`config.mk`:
```
export PLATFORM = sky130hd
export DESIGN_NAME = bracket_nesting_checker_unit_flat
export DESIGN_NICKNAME = d
export VERILOG_FILES = /design/src/hw/rtl/bnc_pkg.sv /design/src/hw/rtl/bnc_if.sv /design/src/hw/rtl/bnc_stack.sv /design/src/hw/rtl/bnc_fold.sv /design/src/hw/rtl/bracket_nesting_checker_unit.sv /design/src/flat_wrapper.sv
export SDC_FILE = /design/constraint.sdc
export NUM_CORES = 1
export LEC_CHECK = 0
export BUFFER_PORTS_ARGS = -buffer_cell sky130_fd_sc_hd__buf_4
export CORE_ASPECT_RATIO = 1.2
export CORE_MARGIN = 2
export CORE_UTILIZATION = 64
export CTS_BUF_LIST = sky130_fd_sc_hd__clkbuf_8
export CTS_CLUSTER_DIAMETER = 50
export DETAILED_ROUTE_END_ITERATION = 12
export GPL_TIMING_DRIVEN = 0
export PLACE_DENSITY = 0.87
export SYNTH_ARGS = -nofsm -noshare
export SYNTH_HDL_FRONTEND = slang
export SYNTH_SLANG_ARGS = --single-unit
export TNS_END_PERCENT = 30
```
`constraint.sdc`:
```
create_clock -name i_clk -period 3.6 [get_ports i_clk]
set_input_delay 0.18 -clock i_clk [delete_from_list [all_inputs] [get_ports i_clk]]
set_output_delay 0.18 -clock i_clk [all_outputs]
set_load 0.005 [all_outputs]
```
`src/hw/rtl/bnc_pkg.sv`:
```
// Package of the bracket nesting checker: state type, result codes,
// character decode and mismatch weights.
// No dependencies.
package bnc_pkg;

    localparam logic [7:0] CH_OPEN_PAREN   = 8'h28;
    localparam logic [7:0] CH_OPEN_SQUARE  = 8'h5B;
    localparam logic [7:0] CH_OPEN_CURLY   = 8'h7B;
    localparam logic [7:0] CH_OPEN_ANGLE   = 8'h3C;
    localparam logic [7:0] CH_CLOSE_PAREN  = 8'h29;
    localparam logic [7:0] CH_CLOSE_SQUARE = 8'h5D;
    localparam logic [7:0] CH_CLOSE_CURLY  = 8'h7D;
    localparam logic [7:0] CH_CLOSE_ANGLE  = 8'h3E;

    localparam logic [1:0] LK_OPEN     = 2'd0;
    localparam logic [1:0] LK_CORRUPT  = 2'd1;
    localparam logic [1:0] LK_OVERFLOW = 2'd2;

    localparam logic [1:0] KIND_PAREN  = 2'd0;
    localparam logic [1:0] KIND_SQUARE = 2'd1;
    localparam logic [1:0] KIND_CURLY  = 2'd2;
    localparam logic [1:0] KIND_ANGLE  = 2'd3;

    localparam logic [14:0] WEIGHT_PAREN  = 15'd3;
    localparam logic [14:0] WEIGHT_SQUARE = 15'd57;
    localparam logic [14:0] WEIGHT_CURLY  = 15'd1197;
    localparam logic [14:0] WEIGHT_ANGLE  = 15'd25137;

    typedef enum logic [2:0] {
        S_IDLE,
        S_MATCH,
        S_FINISH,
        S_FOLD,
        S_RESULT
    } t_state;

    typedef struct packed {
        logic       is_open;
        logic       is_close;
        logic [1:0] kind;
    } t_sym_info;

    typedef struct packed {
        logic clear;
        logic step;
    } t_fold_ctl;

    function automatic t_sym_info decode_symbol(input logic [7:0] sym);
        t_sym_info info;
        info = '0;
        case (sym)
            CH_OPEN_PAREN: begin
                info.is_open = 1'b1;
                info.kind    = KIND_PAREN;
            end
            CH_OPEN_SQUARE: begin
                info.is_open = 1'b1;
                info.kind    = KIND_SQUARE;
            end
            CH_OPEN_CURLY: begin
                info.is_open = 1'b1;
                info.kind    = KIND_CURLY;
            end
            CH_OPEN_ANGLE: begin
                info.is_open = 1'b1;
                info.kind    = KIND_ANGLE;
            end
            CH_CLOSE_PAREN: begin
                info.is_close = 1'b1;
                info.kind     = KIND_PAREN;
            end
            CH_CLOSE_SQUARE: begin
                info.is_close = 1'b1;
                info.kind     = KIND_SQUARE;
            end
            CH_CLOSE_CURLY: begin
                info.is_close = 1'b1;
                info.kind     = KIND_CURLY;
            end
            CH_CLOSE_ANGLE: begin
                info.is_close = 1'b1;
                info.kind     = KIND_ANGLE;
            end
            default: begin
                info = '0;
            end
        endcase
        return info;
    endfunction

    function automatic logic [14:0] closer_weight(input logic [1:0] kind);
        logic [14:0] w;
        case (kind)
            KIND_PAREN:  w = WEIGHT_PAREN;
            KIND_SQUARE: w = WEIGHT_SQUARE;
            KIND_CURLY:  w = WEIGHT_CURLY;
            KIND_ANGLE:  w = WEIGHT_ANGLE;
            default:     w = WEIGHT_PAREN;
        endcase
        return w;
    endfunction

endpackage

```
`src/hw/rtl/bnc_if.sv`:
```
// Valid/ready channel interfaces of the bracket nesting checker.
// Depends on nothing; payload widths follow the item fields.
interface bnc_in_if;
    logic       valid;
    logic       ready;
    logic [7:0] symbol;
    logic       line_end;

    modport source (output valid, output symbol, output line_end, input ready);
    modport sink (input valid, input symbol, input line_end, output ready);
endinterface

interface bnc_out_if;
    logic        valid;
    logic        ready;
    logic [1:0]  line_kind;
    logic [63:0] score;
    logic [7:0]  open_depth;

    modport source (output valid, output line_kind, output score, output open_depth,
                    input ready);
    modport sink (input valid, input line_kind, input score, input open_depth,
                  output ready);
endinterface

```
`src/hw/rtl/bnc_stack.sv`:
```
// Bracket stack storage: one write port and one read port with registered data.
// No package dependencies.
module bnc_stack #(
    parameter int DEPTH = 128,
    parameter int AW    = 7
) (
    input  logic          i_clk,
    input  logic          i_wr_en,
    input  logic [AW-1:0] i_wr_addr,
    input  logic [1:0]    i_wr_data,
    input  logic          i_rd_en,
    input  logic [AW-1:0] i_rd_addr,
    output logic [1:0]    o_rd_data
);

    logic [1:0] r_mem [DEPTH];
    logic [1:0] r_rd_data;

    always_ff @(posedge i_clk) begin
        if (i_wr_en) begin
            r_mem[i_wr_addr] <= i_wr_data;
        end
    end

    always_ff @(posedge i_clk) begin
        if (i_rd_en) begin
            r_rd_data <= r_mem[i_rd_addr];
        end
    end

    assign o_rd_data = r_rd_data;

endmodule

```
`src/hw/rtl/bnc_fold.sv`:
```
// Completion score accumulator: score = score*5 + kind + 1, one entry a step.
// Depends on bnc_pkg for the control struct.
module bnc_fold
    import bnc_pkg::*;
(
    input  logic        i_clk,
    input  t_fold_ctl   i_ctl,
    input  logic [1:0]  i_kind,
    output logic [63:0] o_score
);

    logic [63:0] r_score;
    logic [63:0] n_score;

    always_comb begin
        n_score = r_score;
        if (i_ctl.clear) begin
            n_score = '0;
        end else if (i_ctl.step) begin
            n_score = (r_score << 2) + r_score + 64'(i_kind) + 64'd1;
        end
    end

    always_ff @(posedge i_clk) begin
        r_score <= n_score;
    end

    assign o_score = r_score;

endmodule

```
`src/hw/rtl/bracket_nesting_checker_unit.sv`:
```
// Bracket nesting checker, top level. Depends on bnc_pkg, bnc_if, bnc_stack, bnc_fold.
// An opener, another character or a closer met while the line is already decided or the
// stack is empty is handled in S_IDLE; a closer checked against the stack adds S_MATCH.
// A line end adds S_FINISH, then one S_FOLD step per open bracket on the score walk of a
// clean line, then S_RESULT, which loads the result register once no earlier result waits.
// Reset clears the sequencer, the count and the line flags; stack contents stay undefined.
module bracket_nesting_checker_unit
    import bnc_pkg::*;
#(
    parameter int STACK_DEPTH = 128
) (
    input  logic             i_clk,
    input  logic             i_rst_n,
    bnc_in_if.sink           i_in,
    bnc_out_if.source        o_out
);

    localparam int AW = (STACK_DEPTH > 1) ? $clog2(STACK_DEPTH) : 1;
    localparam int CW = $clog2(STACK_DEPTH + 1);

    t_state       r_state, n_state;
    logic [CW-1:0] r_count, n_count;
    logic          r_failed, n_failed;
    logic [14:0]   r_weight, n_weight;
    logic          r_over, n_over;
    logic          r_last, n_last;
    logic [1:0]    r_ck, n_ck;
    logic [AW-1:0] r_idx, n_idx;

    logic          r_ovalid;
    logic [1:0]    r_okind;
    logic [63:0]   r_oscore;
    logic [7:0]    r_odepth;

    logic          w_accept;
    logic          w_active;
    logic          w_out_free;
    logic          w_load;
    t_sym_info     w_info;
    logic          w_wr_en;
    logic [AW-1:0] w_wr_addr;
    logic          w_rd_en;
    logic [AW-1:0] w_rd_addr;
    logic [1:0]    w_rd_data;
    logic [CW-1:0] w_count_dec;
    t_fold_ctl     w_fold_ctl;
    logic [63:0]   w_fold_score;
    logic [CW+7:0] w_count_wide;

    assign i_in.ready  = (r_state == S_IDLE);
    assign w_accept    = i_in.valid && i_in.ready;
    assign w_active    = !r_failed && !r_over;
    assign w_out_free  = !r_ovalid || o_out.ready;
    assign w_info      = decode_symbol(i_in.symbol);
    assign w_count_dec = r_count - CW'(1);

    bnc_stack #(
        .DEPTH (STACK_DEPTH),
        .AW    (AW)
    ) u_stack (
        .i_clk     (i_clk),
        .i_wr_en   (w_wr_en),
        .i_wr_addr (w_wr_addr),
        .i_wr_data (w_info.kind),
        .i_rd_en   (w_rd_en),
        .i_rd_addr (w_rd_addr),
        .o_rd_data (w_rd_data)
    );

    bnc_fold u_fold (
        .i_clk   (i_clk),
        .i_ctl   (w_fold_ctl),
        .i_kind  (w_rd_data),
        .o_score (w_fold_score)
    );

    always_comb begin
        n_state = r_state;
        case (r_state)
            S_IDLE: begin
                if (w_accept) begin
                    if (w_active && w_info.is_close && (r_count != '0)) begin
                        n_state = S_MATCH;
                    end else if (i_in.line_end) begin
                        n_state = S_FINISH;
                    end
                end
            end
            S_MATCH: begin
                n_state = r_last ? S_FINISH : S_IDLE;
            end
            S_FINISH: begin
                if (r_failed || r_over || (r_count == '0)) begin
                    n_state = S_RESULT;
                end else begin
                    n_state = S_FOLD;
                end
            end
            S_FOLD: begin
                if (r_idx == '0) begin
                    n_state = S_RESULT;
                end
            end
            S_RESULT: begin
                if (w_out_free) begin
                    n_state = S_IDLE;
                end
            end
            default: begin
                n_state = S_IDLE;
            end
        endcase
    end

    always_comb begin
        n_count    = r_count;
        n_failed   = r_failed;
        n_weight   = r_weight;
        n_over     = r_over;
        n_last     = r_last;
        n_ck       = r_ck;
        n_idx      = r_idx;
        w_wr_en    = 1'b0;
        w_wr_addr  = r_count[AW-1:0];
        w_rd_en    = 1'b0;
        w_rd_addr  = w_count_dec[AW-1:0];
        w_fold_ctl = '0;
        w_load     = 1'b0;
        case (r_state)
            S_IDLE: begin
                if (w_accept) begin
                    n_last = i_in.line_end;
                    n_ck   = w_info.kind;
                    if (w_active && w_info.is_open) begin
                        if (r_count < CW'(STACK_DEPTH)) begin
                            w_wr_en = 1'b1;
                            n_count = r_count + CW'(1);
                        end else begin
                            n_over = 1'b1;
                        end
                    end else if (w_active && w_info.is_close) begin
                        if (r_count == '0) begin
                            n_failed = 1'b1;
                            n_weight = closer_weight(w_info.kind);
                        end else begin
                            w_rd_en = 1'b1;
                        end
                    end
                end
            end
            S_MATCH: begin
                if (w_rd_data == r_ck) begin
                    n_count = w_count_dec;
                end else begin
                    n_failed = 1'b1;
                    n_weight = closer_weight(r_ck);
                end
            end
            S_FINISH: begin
                w_fold_ctl.clear = 1'b1;
                if (!r_failed && !r_over && (r_count != '0)) begin
                    w_rd_en = 1'b1;
                    n_idx   = w_count_dec[AW-1:0];
                end
            end
            S_FOLD: begin
                w_fold_ctl.step = 1'b1;
                if (r_idx != '0) begin
                    w_rd_en   = 1'b1;
                    w_rd_addr = r_idx - AW'(1);
                    n_idx     = r_idx - AW'(1);
                end
            end
            S_RESULT: begin
                if (w_out_free) begin
                    w_load   = 1'b1;
                    n_count  = '0;
                    n_failed = 1'b0;
                    n_weight = '0;
                    n_over   = 1'b0;
                end
            end
            default: begin
                w_load = 1'b0;
            end
        endcase
    end

    always_ff @(posedge i_clk) begin
        if (!i_rst_n) begin
            r_state  <= S_IDLE;
            r_count  <= '0;
            r_failed <= 1'b0;
            r_weight <= '0;
            r_over   <= 1'b0;
        end else begin
            r_state  <= n_state;
            r_count  <= n_count;
            r_failed <= n_failed;
            r_weight <= n_weight;
            r_over   <= n_over;
        end
    end

    always_ff @(posedge i_clk) begin
        r_last <= n_last;
        r_ck   <= n_ck;
        r_idx  <= n_idx;
    end

    assign w_count_wide = {8'd0, r_count};

    always_ff @(posedge i_clk) begin
        if (!i_rst_n) begin
            r_ovalid <= 1'b0;
        end else if (w_load) begin
            r_ovalid <= 1'b1;
        end else if (o_out.ready) begin
            r_ovalid <= 1'b0;
        end
    end

    always_ff @(posedge i_clk) begin
        if (w_load) begin
            if (r_failed) begin
                r_okind  <= LK_CORRUPT;
                r_oscore <= 64'(r_weight);
            end else if (r_over) begin
                r_okind  <= LK_OVERFLOW;
                r_oscore <= '0;
            end else begin
                r_okind  <= LK_OPEN;
                r_oscore <= (r_count == '0) ? 64'd0 : w_fold_score;
            end
            r_odepth <= (w_count_wide > (CW + 8)'(255)) ? 8'd255 : w_count_wide[7:0];
        end
    end

    assign o_out.valid      = r_ovalid;
    assign o_out.line_kind  = r_okind;
    assign o_out.score      = r_oscore;
    assign o_out.open_depth = r_odepth;

endmodule

```
`src/flat_wrapper.sv`:
```
// flat-port wrapper written by rule: the top's interface ports become plain ports
module bracket_nesting_checker_unit_flat import bnc_pkg::*;
#(
    parameter int STACK_DEPTH = 128
)
  (i_clk, i_rst_n, i_in_valid, i_in_symbol, i_in_line_end, i_in_ready, o_out_valid, o_out_line_kind, o_out_score, o_out_open_depth, o_out_ready);
  bnc_in_if i_in_i ();
  bnc_out_if o_out_i ();
  input  logic i_clk;
  input  logic i_rst_n;
  input wire logic [$bits(i_in_i.valid)-1:0] i_in_valid;
  input wire logic [$bits(i_in_i.symbol)-1:0] i_in_symbol;
  input wire logic [$bits(i_in_i.line_end)-1:0] i_in_line_end;
  output wire logic [$bits(i_in_i.ready)-1:0] i_in_ready;
  output wire logic [$bits(o_out_i.valid)-1:0] o_out_valid;
  output wire logic [$bits(o_out_i.line_kind)-1:0] o_out_line_kind;
  output wire logic [$bits(o_out_i.score)-1:0] o_out_score;
  output wire logic [$bits(o_out_i.open_depth)-1:0] o_out_open_depth;
  input wire logic [$bits(o_out_i.ready)-1:0] o_out_ready;
  assign i_in_i.valid = i_in_valid;
  assign i_in_i.symbol = i_in_symbol;
  assign i_in_i.line_end = i_in_line_end;
  assign i_in_ready = i_in_i.ready;
  assign o_out_valid = o_out_i.valid;
  assign o_out_line_kind = o_out_i.line_kind;
  assign o_out_score = o_out_i.score;
  assign o_out_open_depth = o_out_i.open_depth;
  assign o_out_i.ready = o_out_ready;
  bracket_nesting_checker_unit #(.STACK_DEPTH(STACK_DEPTH)) u_core (.i_clk(i_clk), .i_rst_n(i_rst_n), .i_in(i_in_i), .o_out(o_out_i));
endmodule
```
======== Word-level counts from Yosys, hierarchy flattened ========
Memories as Yosys holds them, arrays and structs flattened. A register that Yosys moved wholly into a read port is not among the register bits.
Index checks and enable logic that the tools add are counted.
cells by class
  add/subtract/negate cells ............... 6
  $lt $le $gt $ge ......................... 2
  equal/unequal tests ..................... 33
  mux-type cells .......................... 65
  reductions and logical operators ........ 35
operator list
  kind                                                  count
  two-way mux 15 bit                                    9
  case mux 15 bit (4 select lines)                      2
  adder 64 x 1 -> 64 bit, second input constant         1
  adder 64 x 2 -> 64 bit                                1
  adder 64 bit                                          1
  case mux 15 bit (3 select lines)                      1
  two-way mux 8 bit                                     5
  equality test 8 x 6 -> 1 bit, second input constant   4
  equality test 8 x 7 -> 1 bit, second input constant   4
  two-way mux 1 bit                                     29
  two-way mux 7 bit                                     4
  case mux 8 bit (3 select lines)                       1
  two-way mux 3 bit                                     6
  != test 2 bit, second input constant                  8
  case mux 3 bit (5 select lines)                       1
  case mux 7 bit (2 select lines)                       1
  != test 2 x 1 -> 1 bit, second input constant         5
  adder 8 x 1 -> 8 bit, second input constant           1
  equality test 2 bit, second input constant            4
  greater-than comparator 8 bit, second input constant  1
  zero test 8 bit                                       1
  < comparator 8 bit, second input constant             1
  nonzero test 8 bit                                    1
  OR reduction 4 bit                                    2
  29 further kinds                                      47
word-level totals
  bits in registers ....................... 177
  memory bits (writable) .................. 256
  input bits .............................. 13
  output and inout bits ................... 76
  word-level logic and storage cells ...... 156
  memories kept ........................... 1
memory list
  name                  words  width  rd ports  clocked after Yosys merged registers in  wr ports  line             source
  u_core.u_stack.r_mem  128    2      1         1                                        1         bnc_stack.sv:16  logic [1:0] r_mem [DEPTH];

======== Depth between registers and ports, before layout ========
  depth in word-level cells ............... 10
  gate-level depth with buffers ........... 13
  depth with buffers taken out ............ 13

======== Modules after synthesis ========
Synthesis repeated with hierarchy kept, for this count alone.
second synthesis, totals
  cell total of the unflattened synthesis .. 1810
  area, all modules ....................... 21650.8 µm²
modules (own cells, without submodules)
  module                        instances  cells each  area an instance (µm²)
  bnc_stack                     1          611         10632.7
  bnc_fold                      1          772         6029.5
  bracket_nesting_checker_unit  1          427         4988.5

======== Worst setup path before layout ========
No wires, ideal clock.
  path kind ............................... input-to-reg
  from .................................... input i_in_symbol[0]
  to ...................................... register u_core.r_weight[13]
  data arrival time ....................... 3.107 ns
  path slack .............................. 0.407 ns
  stages .................................. 7
  path buffers ............................ 0
  path through ............................ or3b_2 nor3_1 a21oi_1 inv_1 ha_1 a22oi_1 a211oi_1
between the ends
  word-level cells in the longest chain between the ends .. 10
ends and longest elaborated chain
  what                                                                                 line                                 source
  from (decl)                                                                          flat_wrapper.sv:12                   input wire logic [$bits(i_in_i.symbol)-1:0] i_in_symbol;
  equality test 8 x 6 -> 1 bit / equality test 8 x 7 -> 1 bit (equally long branches)  bnc_pkg.sv:51                        case (sym)
  OR reduction 2 bit (no line)                                                         --
  case mux 2 bit (3 select lines) (*)                                                  bnc_pkg.sv:51
  named net u_core.u_stack.i_wr_data[0]                                                bnc_stack.sv:10                      input logic [1:0] i_wr_data,
  equality test 2 bit, or another cell as far along                                    bnc_pkg.sv:93                        case (kind)
  case mux 15 bit (4 select lines) (*)                                                 bnc_pkg.sv:93
  two-way mux 15 bit (*)                                                               bracket_nesting_checker_unit.sv:142  if (r_count == '0) begin
  two-way mux 15 bit (*)                                                               bracket_nesting_checker_unit.sv:141  end else if (w_active && w_info.is_close) begin
  two-way mux 15 bit (*)                                                               bracket_nesting_checker_unit.sv:134  if (w_active && w_info.is_open) begin
  two-way mux 15 bit (*)                                                               bracket_nesting_checker_unit.sv:131  if (w_accept) begin
  case mux 15 bit (3 select lines) (*)                                                 bracket_nesting_checker_unit.sv:129  case (r_state)
  to (signal assigned)                                                                 bracket_nesting_checker_unit.sv:200  r_weight <= n_weight;
  to (decl)                                                                            bracket_nesting_checker_unit.sv:24   logic [14:0] r_weight, n_weight;
Mark *: on every way through the listed nets, which the timed path passes. The rest lies on a longest branch. The select of a mux whose other input is x is not followed.
A chain may end at the register's enable or synchronous reset.

======== Final worst setup path ========
  from .................................... register u_core.r_state[0]
  to ...................................... memory u_core.u_stack.r_mem[62][0], enable pin
between the ends
  word-level cells in the longest chain between the ends .. 6
ends and longest elaborated chain
  what                                         line                                                                     source
  from (decl)                                  bracket_nesting_checker_unit.sv:21                                       t_state r_state, n_state;
  from (signal assigned)                       bracket_nesting_checker_unit.sv:197                                      r_state <= n_state;
  zero test 3 bit (*)                          bracket_nesting_checker_unit.sv:50, bracket_nesting_checker_unit.sv:129
  logical AND 1 bit                            bracket_nesting_checker_unit.sv:51                                       assign w_accept = i_in.valid && i_in.ready;
  two-way mux 1 bit                            bracket_nesting_checker_unit.sv:131
  two-way mux 1 bit (*)                        bracket_nesting_checker_unit.sv:129
  two-way mux 1 bit (*)                        bnc_stack.sv:20                                                          if (i_wr_en) begin
  two-way mux 1 bit (implied by the code) (*)  bnc_stack.sv:21                                                          r_mem[i_wr_addr] <= i_wr_data;
  to (decl)                                    bnc_stack.sv:16
Mark *: on every way between the ends. The rest lies on a longest branch, timed or not.

==> results.py <==
metrics = {
    "synthesis": {
        "synth_seq_cells": 427,
        "syn_inst": 2077,
        "post_synth.cell_area_avg_um2": 10.3,
        "ys_types": 74,
        "synthFlopType": "edfxtp_1",
        "ys.warnings.count": 0,
        "yosys.area.top_type": "edfxtp_1",
        "syn_area_um2": 21300,
        "synth_area_leaders": "edfxtp_1 48%, dfxtp_1 8.0%, nand2_1 6.1%",
        "synth_nets": 2165,
        "async_flop_share_pct": 0,
        "yosysTopAreaCellShare_pct": 48.2,
        "synth-edff-count": 342,
        "synth_seq_area_share_pct": 56.2,
    },
    "global_route": {
        "overflow": 0,
        "grt_pass1_wl_um": 89400,
        "grt_pass1_vias": 17400,
        "grt_max_degree": 105,
        "antenna_found_initial": 0,
        "grtUsageTotal_pct": 33.2,
    },
    "worst_setup_path": {
        "crit_slowest_cell": "nor3b_1",
        "end_kind": "register",
        "cp.arrival_ps": 3970,
        "start_kind": "register",
        "slowest_delay_ps": 930,
        "crit_chain": "buf_2, nor3_2, and2_1, nand2_1, nor3b_1, nand3_1, nor2_1",
        "worstPathRequired_ps": 3930,
        "critPathKind": "reg2reg",
        "cp_max_fo": 10,
    },
    "clock_tree": {
        "cts.path.max_buffers": 3,
        "cts_tree": "done",
        "cts_buffers": 61,
        "clkTransAtPathRegs_ps": 70,
        "clkLatencyLatePin_ps": 660,
        "h-tree-depth": 2,
        "clockRootBuffer": "clkbuf_8",
        "numClockSinks": 427,
    },
    "flow_run": {
        "drv_cap": 0,
    },
    "power_and_ir_drop": {
        "p_leak_nw": 9.05,
        "sequentialPowerShare_pct": 35.5,
        "p_sw_mw": 6.91,
        "switching_share_pct": 41.9,
        "ir_drop_uv": 650,
        "p_comb_share_pct": 41.7,
        "p_per_area_nw_per_um2": 684,
        "internal_power_mw": 9.59,
        "clockPowerShare_pct": 22.8,
    },
    "placed_design": {
        "placedCellCount": 2617,
        "post_dp_cell_area_um2": 22600,
        "gp_congestion": 0.977,
        "place_ws_ps": -579,
        "hpwlAfterDp_um": 40000,
        "port_buffers": 87,
    },
    "finish": {
        "finalInstanceArea_um2": 24100,
        "diodes": 0,
        "final_cell_mix": "348 x nand2_1, 342 x edfxtp_1, 224 x nor2_1",
        "final_nets": 2326,
        "drive_gt1_share_pct": 12.0,
        "mostFrequentLayoutCell": "nand2_1",
        "final_cells": 2739,
        "area_growth_pct": 13.2,
    },
    "die": {
        "ios": 89,
        "initial_core_util_pct": 64.6,
        "die_w_um": 171,
        "core_area_um2": 33000,
        "die_y_um": 204,
        "rows": 73,
        "die-area_um2": 34800,
    },
    "timing": {
        "finalWorstSetupSlack_ps": -37.0,
        "clock_skew_ps": 29.6,
        "period_minus_slack_ps": 3640,
        "maxSlewHeadroom_pct": 14.7,
        "drv_slew": 0,
        "holdWs_ps": 41.0,
        "fmax_mhz": 275,
        "setup_viol": 12,
        "min_period_over_period_pct": 101,
        "hold_viol": 0,
        "worstMarginPinSlew_ps": 1280,
        "rsz0062_at_grt": "yes",
    },
    "routing": {
        "drt_iter0_drc": 2047,
        "ant_nets": 0,
        "avgViaCountPerCell": 6.40,
        "drc": 0,
        "wl_per_cell_um": 21.4,
        "vias": 17500,
        "dr.pass1.iters": 6,
        "wirelength_um": 58600,
    },
    "status": {
        "violations": "setup timing",
        "outcome": "finished, violations left",
    },
    "hold_path": {
        "hold_path_class": "in2reg",
    },
}
## power by group through the flow
| stage | combinational (mW) | clock, mW | sequential [mW] |
|---|---|---|---|
| final | 6.88 | 3.77 | 5.85 |
| after CTS | 6.43 | 3.78 | 5.84 |
| after global placement | 5.99 | 0 | 5.94 |
| after detailed placement | 6.20 | 0 | 5.94 |
| after floorplan | 3.92 | 0 | 5.89 |
| after global routing | 7.20 | 3.96 | 5.87 |
## cells in the mapped netlist, types with 19 or more instances
master	instances
inv_1	36
nand2_1	348
nor2_1	224
mux2i_1	38
nor3_1	21
nand4_1	45
xnor2_1	32
xor2_1	27
buf_2	24
nand3_1	106
a211oi_1	19
clkbuf_1	88
dfxtp_1	85
o21ai_0	97
a31oi_1	33
a21o_1	24
and3_1	65
a21oi_1	101
edfxtp_1	342
ha_1	74
## metal layers
metal	wire, um	up-vias	track usage, %
li1	-	7947	-
met3	4750	269	5.93
met5	0	-	0
met2	29600	1018	58.4
met4	3730	0	21.5
met1	20500	8293	36.9
## registers in the layout, indices dropped and copies added (netlist names), 2 cells and up
signal and cells:
u_core.u_stack.r_mem 256, u_core.o_out.score 64, u_core.u_fold.o_score 64, u_core.o_out.open_depth 8
u_core.r_count 8, u_core.r_idx 7, u_core.r_weight 7, u_core.r_state 3
u_core.o_out.line_kind 2, u_core.r_ck 2, u_core.u_stack.o_rd_data 2
## stage by stage
stage | TNS (ps) | util [%] | power (mW)
2_1_floorplan | 0 | - | 9.82
4_1_cts | -59.7 | 72.7 | 16.1
6_report | -276 | 73.1 | 16.5
3_5_place_dp | -1610 | 68.6 | 12.1
5_1_grt | -19.5 | 73.1 | 17.0
3_3_place_gp | -230790 | 68.3 | 11.9
## repair_timing
item | CTS | global route
setup endpoints to repair | 21 | 12
endpoints found under the hold margin | 10 | 0
gates resized for setup | 32 | 36
setup buffers | 3 | 6
hold buffers | 3 | 0
pin swaps | 2 | 9
## final timing paths
kind / from / end / slack [ps] / depth (start not counted)
max: u_core.r_state[0] / u_core.u_stack.r_mem[62][0] / -40 / 7
max reg2reg: u_core.r_state[0] / u_core.u_stack.r_mem[62][0] / -40 / 7
min reg2reg: u_core.r_count[6] / u_core.o_out.open_depth[6] / 450 / 0
min: i_in_valid / u_core.r_over / 40 / 5
## layout make-up
| type | count | area [um2] |
|---|---|---|
| Inverter | 37 | 144 |
| Clock buffer | 64 | 881 |
| Sequential cell | 427 | 12000 |
| Clock inverter | 50 | 314 |
| Multi-Input combinational cell | 1488 | 8860 |
| Tap cell | 450 | 563 |
| Timing Repair Buffer | 102 | 833 |
| Buffer | 121 | 541 |
| Fill cell | 2260 | 8860 |
## cells by family after synthesis
kind of cell	count (synthesis)	synth area share [%]
flip-flops	427	56.2
adder cells (fa/ha/maj)	75	4.44
XOR/XNOR	59	2.43
AO/OA/AOI/OAI	421	12.9
multiplexers	40	1.92
buffers and inverters	162	3.03
AND/OR/NAND/NOR	893	19.1
## critical path, delay by kind of cell, from the launching register on
family | cells | cell delay, ps
buf+inv | 1 | 170
flops | 1 | 300
simple gates | 6 | 2840
(Power assumes the default switching activity.)
